--- config.mk ---
export PLATFORM = sky130hd
export DESIGN_NAME = cst_ctrl
export DESIGN_NICKNAME = d
export VERILOG_FILES = /design/src/rtl/cst_pkg.sv /design/src/rtl/cst_ctrl.sv
export SDC_FILE = /design/constraint.sdc
export NUM_CORES = 1
export LEC_CHECK = 0
export ABC_AREA = 1
export BUFFER_PORTS_ARGS = -buffer_cell sky130_fd_sc_hd__buf_4
export CAP_MARGIN = 20
export CORE_AREA = 2 2 39 41
export DETAILED_ROUTE_END_ITERATION = 8
export DIE_AREA = 0 0 41 43
export GPL_ROUTABILITY_DRIVEN = 0
export SYNTH_ARGS = -nofsm -noshare
export SYNTH_HDL_FRONTEND = slang
export SYNTH_SLANG_ARGS = --single-unit
--- constraint.sdc ---
create_clock -name clock -period 2.6 [get_ports clock]
set_input_delay 0.26 -clock clock [delete_from_list [all_inputs] [get_ports clock]]
set_output_delay 0.26 -clock clock [all_outputs]
set_load 0.02 [all_outputs]
--- src/rtl/cst_pkg.sv ---
package cst_pkg;

   // default sizing of the table
   localparam int CAPACITY_DEF = 128;
   localparam int KEY_BITS_DEF = 32;

   // field widths on the ports
   localparam int OP_W = 2;
   localparam int KEY_W = 32;
   localparam int STATUS_W = 3;
   localparam int SLOT_W = 7;
   localparam int USED_W = 8;
   localparam int REQ_DATA_W = 40;
   localparam int RSP_DATA_W = 24;

   // operation codes
   localparam logic [OP_W-1:0] OP_ADD = 2'd0;
   localparam logic [OP_W-1:0] OP_DELETE = 2'd1;
   localparam logic [OP_W-1:0] OP_FIND = 2'd2;

   // result status codes
   localparam logic [STATUS_W-1:0] ST_ADDED = 3'd0;
   localparam logic [STATUS_W-1:0] ST_PRESENT = 3'd1;
   localparam logic [STATUS_W-1:0] ST_FULL = 3'd2;
   localparam logic [STATUS_W-1:0] ST_REMOVED = 3'd3;
   localparam logic [STATUS_W-1:0] ST_NOTFOUND = 3'd4;
   localparam logic [STATUS_W-1:0] ST_FOUND = 3'd5;

   // source of the reported slot
   localparam logic [1:0] SLOT_ZERO = 2'd0;
   localparam logic [1:0] SLOT_INDEX = 2'd1;
   localparam logic [1:0] SLOT_COUNT = 2'd2;

   // commands from controller to datapath
   typedef struct packed {
      logic                capture;
      logic                apply;
      logic                append;
      logic                remove;
      logic [STATUS_W-1:0] status;
      logic [1:0]          slot_sel;
   } cmd_type;

   // status from datapath to controller
   typedef struct packed {
      logic            found;
      logic            full;
      logic [OP_W-1:0] op;
   } stat_type;

endpackage

--- src/rtl/cst_ctrl.sv ---
module cst_ctrl (
   input  logic              clock,
   input  logic              reset,
   input  logic              req_tvalid,
   output logic              req_tready,
   output logic              rsp_tvalid,
   input  logic              rsp_tready,
   input  cst_pkg::stat_type stat,
   output cst_pkg::cmd_type  cmd
);

   typedef enum logic [1:0] {
      S_IDLE  = 2'b01,
      S_APPLY = 2'b10
   } state_type;

   state_type state_ff, state_in;
   logic      rsp_tvalid_ff, rsp_tvalid_in;
   logic      out_blocked;

   // a result still waiting holds back the update
   assign out_blocked = rsp_tvalid_ff && !rsp_tready;
   assign req_tready = (state_ff == S_IDLE);
   assign rsp_tvalid = rsp_tvalid_ff;

   // next state and commands
   always_comb begin
      state_in = state_ff;
      rsp_tvalid_in = rsp_tvalid_ff && !rsp_tready;
      cmd = '0;
      cmd.status = cst_pkg::ST_NOTFOUND;
      cmd.slot_sel = cst_pkg::SLOT_ZERO;
      case (state_ff)
         S_IDLE: begin
            if (req_tvalid) begin
               cmd.capture = 1'b1;
               state_in = S_APPLY;
            end
         end
         S_APPLY: begin
            if (!out_blocked) begin
               cmd.apply = 1'b1;
               rsp_tvalid_in = 1'b1;
               state_in = S_IDLE;
               case (stat.op)
                  cst_pkg::OP_ADD: begin
                     if (stat.found) begin
                        cmd.status = cst_pkg::ST_PRESENT;
                        cmd.slot_sel = cst_pkg::SLOT_INDEX;
                     end else if (stat.full) begin
                        cmd.status = cst_pkg::ST_FULL;
                     end else begin
                        cmd.status = cst_pkg::ST_ADDED;
                        cmd.slot_sel = cst_pkg::SLOT_COUNT;
                        cmd.append = 1'b1;
                     end
                  end
                  cst_pkg::OP_DELETE: begin
                     if (stat.found) begin
                        cmd.status = cst_pkg::ST_REMOVED;
                        cmd.slot_sel = cst_pkg::SLOT_INDEX;
                        cmd.remove = 1'b1;
                     end
                  end
                  cst_pkg::OP_FIND: begin
                     if (stat.found) begin
                        cmd.status = cst_pkg::ST_FOUND;
                        cmd.slot_sel = cst_pkg::SLOT_INDEX;
                     end
                  end
                  default: begin
                     cmd.status = cst_pkg::ST_NOTFOUND;
                  end
               endcase
            end
         end
         default: begin
            state_in = S_IDLE;
         end
      endcase
   end

   // state and response valid
   always_ff @(posedge clock) begin
      if (reset) begin
         state_ff <= S_IDLE;
         rsp_tvalid_ff <= 1'b0;
      end else begin
         state_ff <= state_in;
         rsp_tvalid_ff <= rsp_tvalid_in;
      end
   end

`ifndef SYNTHESIS
   // an accepted transaction moves to the apply state
   a_capture_then_apply: assert property (@(posedge clock) disable iff (reset)
      cmd.capture |=> state_ff == S_APPLY)
      else $error("capture not followed by apply state");

   // an applied request always leaves a response behind
   a_apply_gives_rsp: assert property (@(posedge clock) disable iff (reset)
      cmd.apply |=> rsp_tvalid_ff)
      else $error("applied request produced no response");

   // append never happens on a full table or together with a remove
   a_append_legal: assert property (@(posedge clock) disable iff (reset)
      cmd.append |-> (!stat.full && !cmd.remove))
      else $error("illegal append");
`endif

endmodule

# Yosys cells after proc, flatten, opt, wreduce, memory -nomap -nowiden
# Cells that the tools add are included.
# op_classes
eq_ne	6
n_mux	19
n_reduce_logical	4
# op_table
cell	count
8-bit 2-to-1 mux	2
3-bit one-hot mux with 3 select lines	1
2-bit 2-to-1 mux	4
1-bit 2-to-1 mux	7
6-bit 2-to-1 mux	1
2-bit one-hot mux with 3 select lines	1
5-bit 2-to-1 mux	1
2-bit by 1-bit equality test with 1-bit output (second input constant)	2
2-bit equality test (second input constant)	2
2-bit != test (second input constant)	2
2-bit one-hot mux with 2 select lines	1
3-bit 2-to-1 mux	1
2-bit logical NOT	1
2-bit AND reduction	1
1-bit logical AND	1
1-bit logical NOT	1
# totals
ff_bits	3
input_bits	8
output_inout_bits	11
elab_cells	31

# Longest topological paths before layout
# Gate-level depths: netlist of run 1.
# depth
depth_word	5
ltp_mapped	6
ltp_nobuf	5

# Least setup slack after synthesis of run 1
# No wires, ideal clock.
# synth_path
kind	register to output
start	register rsp_tvalid_ff (netlist: rsp_tvalid)
end	output cmd[2] (netlist bit)
arrival_ns	1.284
path_slack_ns	1.056
path_stages_with_launch	7
n_path_buf	1
cell_sequence	dfxtp_1 inv_1 nor2_2 nor2_4 nand2_2 nor2_1 buf_4
# synth_lines
item	line_no	rtl
start, declared	cst_ctrl.sv:18	logic rsp_tvalid_ff, rsp_tvalid_in;
start signal, assigned	cst_ctrl.sv:90	rsp_tvalid_ff <= rsp_tvalid_in;
end, declared	cst_ctrl.sv:9	output cst_pkg::cmd_type cmd

==> results.tsv, run 1 <==
metric	value	unit
status	completed	
Layout Utilization	0.296	
asr flop ratio synth	0	
largest net degree at the start of global routing	6	
Setup crit start kind	flip-flop	
height of the die	43	um
Wirelength per Cell	7.64	um
Post-DP Area	383	um^2
compound-cell area share of the yosys netlist	0.0851	
DRT iter0 DRCs	3	
Die ar.	0.00176	mm^2
largest fanout on the critical path	4	
post-synth top area cell	dfxtp_1	
clock skew	0.00544	ns
core area	0.00138	mm^2
DRC viols	0	
final slew viol count	0	
CTS HTree Levels	1	
CTS tree	built	
min-delay worst type	in -> reg	
clock network power share	0.489	
EDFF count, synth	0	
initial antenna violation count	0	
clock root cell	clkbuf_4	
final setup vio count	0	
Synth top area share	0.255	
VDD IR max	0.153	mV
Max Clk Rate	693	MHz
Pre-antenna DRT Iters	3	
routed vias/inst	3.71	
synthesis warning total	0	
register area share after synthesis	0.255	
Tmin final	1.44	ns
# rows	14	
mux share of post-synthesis cell area	0	
max cap viols	0	
PwrDens	417	mW/mm^2
vias after detailed routing	286	
Congestion Overflow GR	0	
synthesized net count	48	
Leakage	0.000237	uW
Clock transition at path regs	0.04	ns
period utilisation layout	0.555	
CTS max path bufs	2	
Comb power frac	0.214	
CP Data Arrival Time	1.18	ns
Final Instance Area	409	um^2
postcts setup bufs	0	
unrepaired setup endpoints after global routing	false	
Layout Cells excl Fill	77	
Mapped Cells	40	
largest family of logic cells by synthesized area	simple AND/OR/NAND/NOR gates	
antenna cells	0	
fin nets	70	
DRT Wirelength	588	um
post-synthesis simple-gate area fraction	0.468	
Post-CTS Hold Buffers	0	
CP endpoint kind	primary output	
ANT nets after route	0	
IO Port Bufs	18	
Commonest cells post-synth	9 x inv_1, 7 x nand2_1, 7 x nor2_1, 4 x a21oi_1, 3 x dfxtp_1	
Layout area overhead	73.9	%
# fillers	163	
internal power	123	uW
most common cell in the netlist	inv_1	
CTS buffer count	3	
Main synth FF type	dfxtp_1	
Power Total	171	uW
first-pass GRT wire length	897	um
Final Hold Fails	0	
layout cells sized above 1	0.459	
sw frac	0.278	
synthesized flop and latch total	3	
GRT Util Overall	0.0783	
post-synthesis xor/xnor area fraction	0	
Post-Synth Adder-Cell Area	0	
Sink Count	3	
CTS resizes	0	
dpl hpwl	489	um
r2r setup slk	1.76	ns
max_slew headroom	0.894	
main area contributors after synthesis	dfxtp_1 26%, inv_1 14%, nand2_1 11%	
Slew @ Worst Pin	0.158	ns
Net Switching	47.4	uW
Syn Area/Cell	5.88	um^2
# IOs	19	
CP Class	reg -> out	
Cell variety after synth	12	
clk_lat worst skew	0.23	ns
Reg power frac	0.297	
Placed Cells	73	
Initial Utilization	0.170	
Syn Std Cell Area	235	um^2
vias in the first global route	239	
Setup TNS	0	ns
Die Wd	41	um
CP required	2.34	ns
layer usage:
metal	track usage	wire length (um)
met2	0.113	321
met1	0.0772	242
met5	0	0
met4	0.0800	0
met3	0.0314	24
registers in the layout, summed over array words and instances, names as in the netlist:
name,flops
state_ff,2
rsp_tvalid,1
path summary, 6_finish.rpt:
kind,from,end,cells past startpoint
setup / recovery,state_ff[0],cmd[0],6
hold / removal,reset,rsp_tvalid,2
setup reg to reg,rsp_tvalid,state_ff[0],5
hold reg to reg,rsp_tvalid,rsp_tvalid,2
power by group through the flow:
stage          Combinational, uW  Clock [uW]  Sequential (uW)
5_1_grt                     39.9        95.2             50.8
3_5_place_dp                36.8           0             51.4
2_1_floorplan               18.0           0             51.5
3_3_place_gp                36.6           0             51.3
4_1_cts                     37.0        88.5             50.7
6_report                    36.5        83.5             50.7
cell usage in the layout, fill, tap and decap left out:
master / netlist / layout
a21oi_1: 4 / 4
buf_4: 1 / 18
clkbuf_1: 0 / 1
clkbuf_4: 0 / 3
dfxtp_1: 3 / 3
inv_1: 9 / 9
inv_2: 1 / 1
nand2_1: 7 / 7
nand2_2: 2 / 2
nand2_4: 1 / 1
nand3_1: 2 / 2
nor2_1: 7 / 7
nor2_2: 2 / 2
nor2_4: 1 / 1
metrics by stage:
step                      hold slack (ns)  worst slack (ns)
after global routing                0.186              1.05
after global placement              0.438              1.43
final                               0.196              1.16
after floorplan                     0.329              1.06
after CTS                           0.188              1.14
after detailed placement            0.441              1.41
cell families (layout without fill, tap and decap cells):
kind of cell,Yosys count,in the layout
AOI/OAI and AO/OA,4,4
buffers and inverters,11,32
and+or+nand+nor,22,22
DFF,3,3
worst max-delay path, stage by stage (launching register included):
cell	delay (ns)
dfxtp_1	0.33
inv_2	0.07
nand2_4	0.06
nor2_4	0.14
nand2_2	0.06
nor2_1	0.13
buf_4	0.16
layout make-up:
type | instances | area (um^2) | area share
repair buffers | 18 | 135 | 0.330
multi-input cells | 26 | 130 | 0.318
flip-flops and latches | 3 | 60.1 | 0.147
inverters | 10 | 37.5 | 0.0917
clock buffers | 4 | 26.3 | 0.0642
well taps | 16 | 20.0 | 0.0489
Note: power is estimated with default switching activity, not from simulation.
==> inputs of run 2 (changes only) <==
- clock period: 2.6 -> 1.5 ns (I/O delays scaled with it)
==> run 2 against run 1 <==
Combinational power is 77% higher. Count of clock-buffer cells in the layout unchanged. Design area unchanged. Wire length up 6.8%. Sequential power increased by 73%. Die area unchanged. Cell count unchanged. Setup slack got worse by 0.98 ns. Worst hold slack worse by 0.098 ns. Global-route usage increased by 0.59 points. First-iteration DRC count increased by 67%. Critical endpoint is now cmd[2].
==> results.tsv, run 2 (synthesis results as in run 1) <==
metric	value	unit
GRT Util Overall	0.0843	
commonest non-fill, non-tap cell in the layout	buf_4	
Leakage	0.000237	uW
status	completed	
Net Switching	78.8	uW
max reg flops	2	
min-delay worst type	in -> reg	
initial antenna violation count	0	
Critical Path Sink	cmd[2]	
r2r startpoint	rsp_tvalid	
height of the die	43	um
Setup crit start kind	flip-flop	
first-pass GRT wire length	959	um
layout cells sized above 1	0.459	
Reg power frac	0.301	
clock root cell	clkbuf_4	
CTS tree	built	
Sink Count	3	
postcts setup bufs	0	
r2r setup slk	0.63	ns
Place WS	0.418	ns
Most flops, register	state_ff	
DRT Wirelength	628	um
Layout area overhead	73.9	%
CTS resizes	0	
vias in the first global route	252	
Final Hold Fails	0	
DRC viols	0	
Congestion Overflow GR	0	
CP required	1.35	ns
sw frac	0.270	
final setup vio count	0	
Pre-antenna DRT Iters	2	
final slew viol count	0	
CP Class	reg -> out	
Post-CTS Hold Buffers	0	
unrepaired setup endpoints after global routing	false	
internal power	213	uW
CP endpoint kind	primary output	
Clock transition at path regs	0.04	ns
dpl hpwl	515	um
VDD IR max	0.279	mV
Comb power frac	0.221	
ANT nets after route	0	
fin nets	70	
# rows	14	
Slew @ Worst Pin	0.176	ns
Tmin final	1.33	ns
routed vias/inst	3.73	
Die Wd	41	um
Initial Utilization	0.170	
Hold Path Stages	2	
Die ar.	0.00176	mm^2
CTS HTree Levels	1	
Setup TNS	0	ns
period utilisation layout	0.884	
CP Data Arrival Time	1.18	ns
clock network power share	0.479	
max_slew headroom	0.883	
Max Clk Rate	754	MHz
clk_lat worst skew	0.23	ns
reg-to-reg critical path endpoint	state_ff[0]	
clock skew	0.00363	ns
vias after detailed routing	287	
CTS buffer count	3	
PwrDens	714	mW/mm^2
Wirelength per Cell	8.16	um
core area	0.00138	mm^2
IO Port Bufs	18	
final worst slack	0.173	ns
DRT iter0 DRCs	5	
max cap viols	0	
antenna cells	0	
FF-to-FF path depth	5	
crit path launch	state_ff[0]	
largest fanout on the critical path	4	
largest net degree at the start of global routing	6	
most frequent cells in the layout	18 x buf_4, 9 x inv_1, 7 x nand2_1, 7 x nor2_1, 4 x a21oi_1	
# IOs	19	
CTS max path bufs	2	
[run 2: cell counts in the layout (fill, tap and decap cells not counted)]
No cell type changed its count.
[run 2: power groups by stage]
stage	sequential (uW)	clock, uW	combinational (uW)
CTS	87.8	150	65.0
global route	88.1	161	69.8
detailed placement	89.0	0	64.4
floorplan	89.3	0	31.3
finish	87.8	140	64.5
global placement	89.0	0	63.5
[run 2: worst min-delay path by stage]
stage | endpoint | start | slack (ns)
floorplan | rsp_tvalid | reset | 0.22
global placement | state_ff[1] | reset | 0.33
detailed placement | state_ff[1] | reset | 0.33
CTS | state_ff[1] | reset | 0.09
global route | state_ff[1] | reset | 0.1
finish | state_ff[1] | reset | 0.1
[run 2: per-stage QoR]
| step | cell area (um^2) | utilization | hold WS [ns] | cells | power (uW) |
|---|---|---|---|---|---|
| 6_report | 409 | 0.296 | 0.0976 | 77 | 292 |
| 5_1_grt | 409 | 0.296 | 0.0954 | 77 | 319 |
| 4_1_cts | 409 | 0.296 | 0.0853 | 77 | 303 |
| 3_5_place_dp | 383 | 0.277 | 0.334 | 73 | 153 |
| 3_3_place_gp | 383 | 0.277 | 0.332 | 73 | 153 |
| 2_1_floorplan | 235 | - | 0.219 | 40 | 121 |
[run 2: worst max-delay path, stage by stage, from the launching register on]
cell and delay [ns]:
dfxtp_1 0.33, inv_2 0.07, nand2_4 0.06, nor2_4 0.14, nand2_2 0.06, nor2_1 0.13, buf_4 0.17
[run 2: routing by layer]
layer / routed length (um) / part of all wire / global-route usage / vias up
met3: 18 / 0.029 / 0.0314 / 0
li1: - / - / - / 158
met1: 259 / 0.41 / 0.0833 / 125
met5: 0 / 0 / 0 / -
met4: 0 / 0 / 0.0800 / 0
met2: 349 / 0.56 / 0.125 / 4
[run 2: layout make-up]
cell class / count / area, um^2
flip-flops and latches: 3 / 60.1
inverters: 10 / 37.5
well taps: 16 / 20.0
fillers: 155 / 975
clock buffers: 4 / 26.3
multi-input cells: 26 / 130
repair buffers: 18 / 135
==> inputs of run 3 (changes only) <==
- ABC_AREA: 1 -> default
==> run 3 against run 2 <==
Sequential share of layout area decreased by 0.48 points. Combinational power decreased by 2%. Critical path type unchanged. Global-route usage increased by 0.70 points. Design area increased by 3.4%. Power increased by 1.1%. Highest routed layer is now met4.
==> results.tsv, run 3 <==
metric	value	unit
routed vias/inst	4.52	
EDFF count, synth	0	
CTS buffer count	3	
Max Clk Rate	697	MHz
Pre-antenna DRT Iters	4	
Syn Std Cell Area	219	um^2
Most flops, register	state_ff	
# rows	14	
Final Hold Fails	0	
CP Class	reg -> out	
VDD IR max	0.238	mV
ANT nets after route	0	
layout cells sized above 1	0.600	
synthesis warning total	0	
DRT Wirelength	674	um
DRC viols	0	
r2r startpoint	state_ff[1]	
Syn Area/Cell	8.76	um^2
CTS HTree Levels	1	
main area contributors after synthesis	dfxtp_1 27%, nor4_1 8.6%, a2111oi_2 6.9%	
Wirelength per Cell	11.0	um
Tmin final	1.44	ns
CTS tree	built	
# IOs	19	
# fillers	146	
antenna cells	0	
min-delay worst type	in -> reg	
Mapped Cells	25	
CP max-delay cell	dfxtp_1	
Clock transition at path regs	0.04	ns
max cap viols	0	
max reg flops	2	
GRT Util Overall	0.0913	
Initial Utilization	0.158	
PwrDens	699	mW/mm^2
period utilisation layout	0.957	
vias in the first global route	264	
Leakage	0.000180	uW
max_slew headroom	0.783	
crit-path cells	nand2b_4 > a2111o_1 > buf_4	
stages on the worst setup path	3	
unrepaired setup endpoints after global routing	false	
IO Port Bufs	18	
Synth top area share	0.274	
largest net degree at the start of global routing	9	
Cell variety after synth	19	
final setup vio count	0	
Critical Path Sink	cmd[4]	
most frequent cells in the layout	18 x buf_4, 3 x nor4_1, 3 x clkbuf_4, 3 x dfxtp_1	
DRT iter0 DRCs	3	
first-pass GRT wire length	1.05	mm
Die Wd	41	um
status	completed	
CP max stage delay	0.41	ns
r2r setup slk	0.55	ns
Commonest cells post-synth	3 x dfxtp_1, 3 x nor4_1, 2 x nand2b_1, 2 x nor2b_1	
Congestion Overflow GR	0	
fin nets	54	
asr flop ratio synth	0	
Crit path max-delay family	flip-flops	
Layout area overhead	93.1	%
vias after detailed routing	276	
CP endpoint kind	primary output	
Slew @ Worst Pin	0.321	ns
commonest non-fill, non-tap cell in the layout	buf_4	
register area share after synthesis	0.274	
clock skew	0.000979	ns
Sink Count	3	
reg-to-reg critical path endpoint	state_ff[1]	
CP required	1.35	ns
final worst slack	0.0650	ns
Die ar.	0.00176	mm^2
post-synth top area cell	dfxtp_1	
core area	0.00138	mm^2
initial antenna violation count	0	
height of the die	43	um
synthesized net count	33	
Worst Path Buf+Inv	1	
clock root cell	clkbuf_4	
synthesized flop and latch total	3	
Main synth FF type	dfxtp_1	
Place WS	0.108	ns
Setup crit start kind	flip-flop	
CTS max path bufs	2	
largest fanout on the critical path	8	
Reg area	60.1	um^2
multi-input logic area	178	um^2
CP Data Arrival Time	1.29	ns
FF-to-FF path depth	2	
crit path launch	state_ff[1]	
clk_lat worst skew	0.23	ns
Setup TNS	0	ns
final slew viol count	0	
run 3: kinds of logic after synthesis:
logic type             Yosys count  share of synthesized area
buffers and inverters            3                     0.0686
AOI/OAI and AO/OA                6                      0.263
DFF                              3                      0.274
and+or+nand+nor                 13                      0.394
run 3: timing repair:
item                       CTS  global route
setup endpoints to repair    8             2
resized for setup            3             1
setup buffers                0             0
pin swaps                    0             0
hold buffers                 0             0
run 3: area by class of cell:
| class | count | area share |
|---|---|---|
| multi-input cells | 19 | 0.420 |
| repair buffers | 18 | 0.320 |
| clock buffers | 4 | 0.0621 |
| flip-flops and latches | 3 | 0.142 |
| inverters | 1 | 0.00888 |
| well taps | 16 | 0.0473 |
run 3: per-layer routing:
metal | vias up | global-route usage | wire, um
met2 | 15 | 0.122 | 308
met5 | - | 0 | 0
met1 | 123 | 0.109 | 277
met4 | 0 | 0.100 | 18
met3 | 2 | 0.0157 | 70
li1 | 136 | - | -
run 3: metrics by stage:
stage / hold WS [ns] / utilization / instance area [um^2] / cells / total power, uW
final: 0.0787 / 0.306 / 423 / 61 / 296
after global routing: 0.0833 / 0.306 / 423 / 61 / 308
after CTS: 0.0718 / 0.302 / 418 / 61 / 302
after detailed placement: 0.321 / 0.276 / 382 / 57 / 150
after global placement: 0.322 / 0.276 / 382 / 57 / 149
after floorplan: 0.219 / - / 238 / 25 / 116
run 3: power breakdown:
part,switching (uW),internal (uW),total (uW),leakage [uW]
combinational,30.9,32.7,63.5,0.000141
clock,43.6,99.8,143,0.0000150
sequential,4.49,84.2,88.6,0.0000246
total,79.0,217,296,0.000180
run 3: worst min path at each step:
| stage | startpoint | end | slack [ns] | cells after the start |
|---|---|---|---|---|
| 6_report | reset | rsp_tvalid | 0.08 | 2 |
| 5_1_grt | reset | rsp_tvalid | 0.08 | 2 |
| 4_1_cts | reset | rsp_tvalid | 0.07 | 2 |
| 3_5_place_dp | reset | rsp_tvalid | 0.32 | 2 |
| 3_3_place_gp | reset | rsp_tvalid | 0.32 | 2 |
| 2_1_floorplan | reset | rsp_tvalid | 0.22 | 1 |
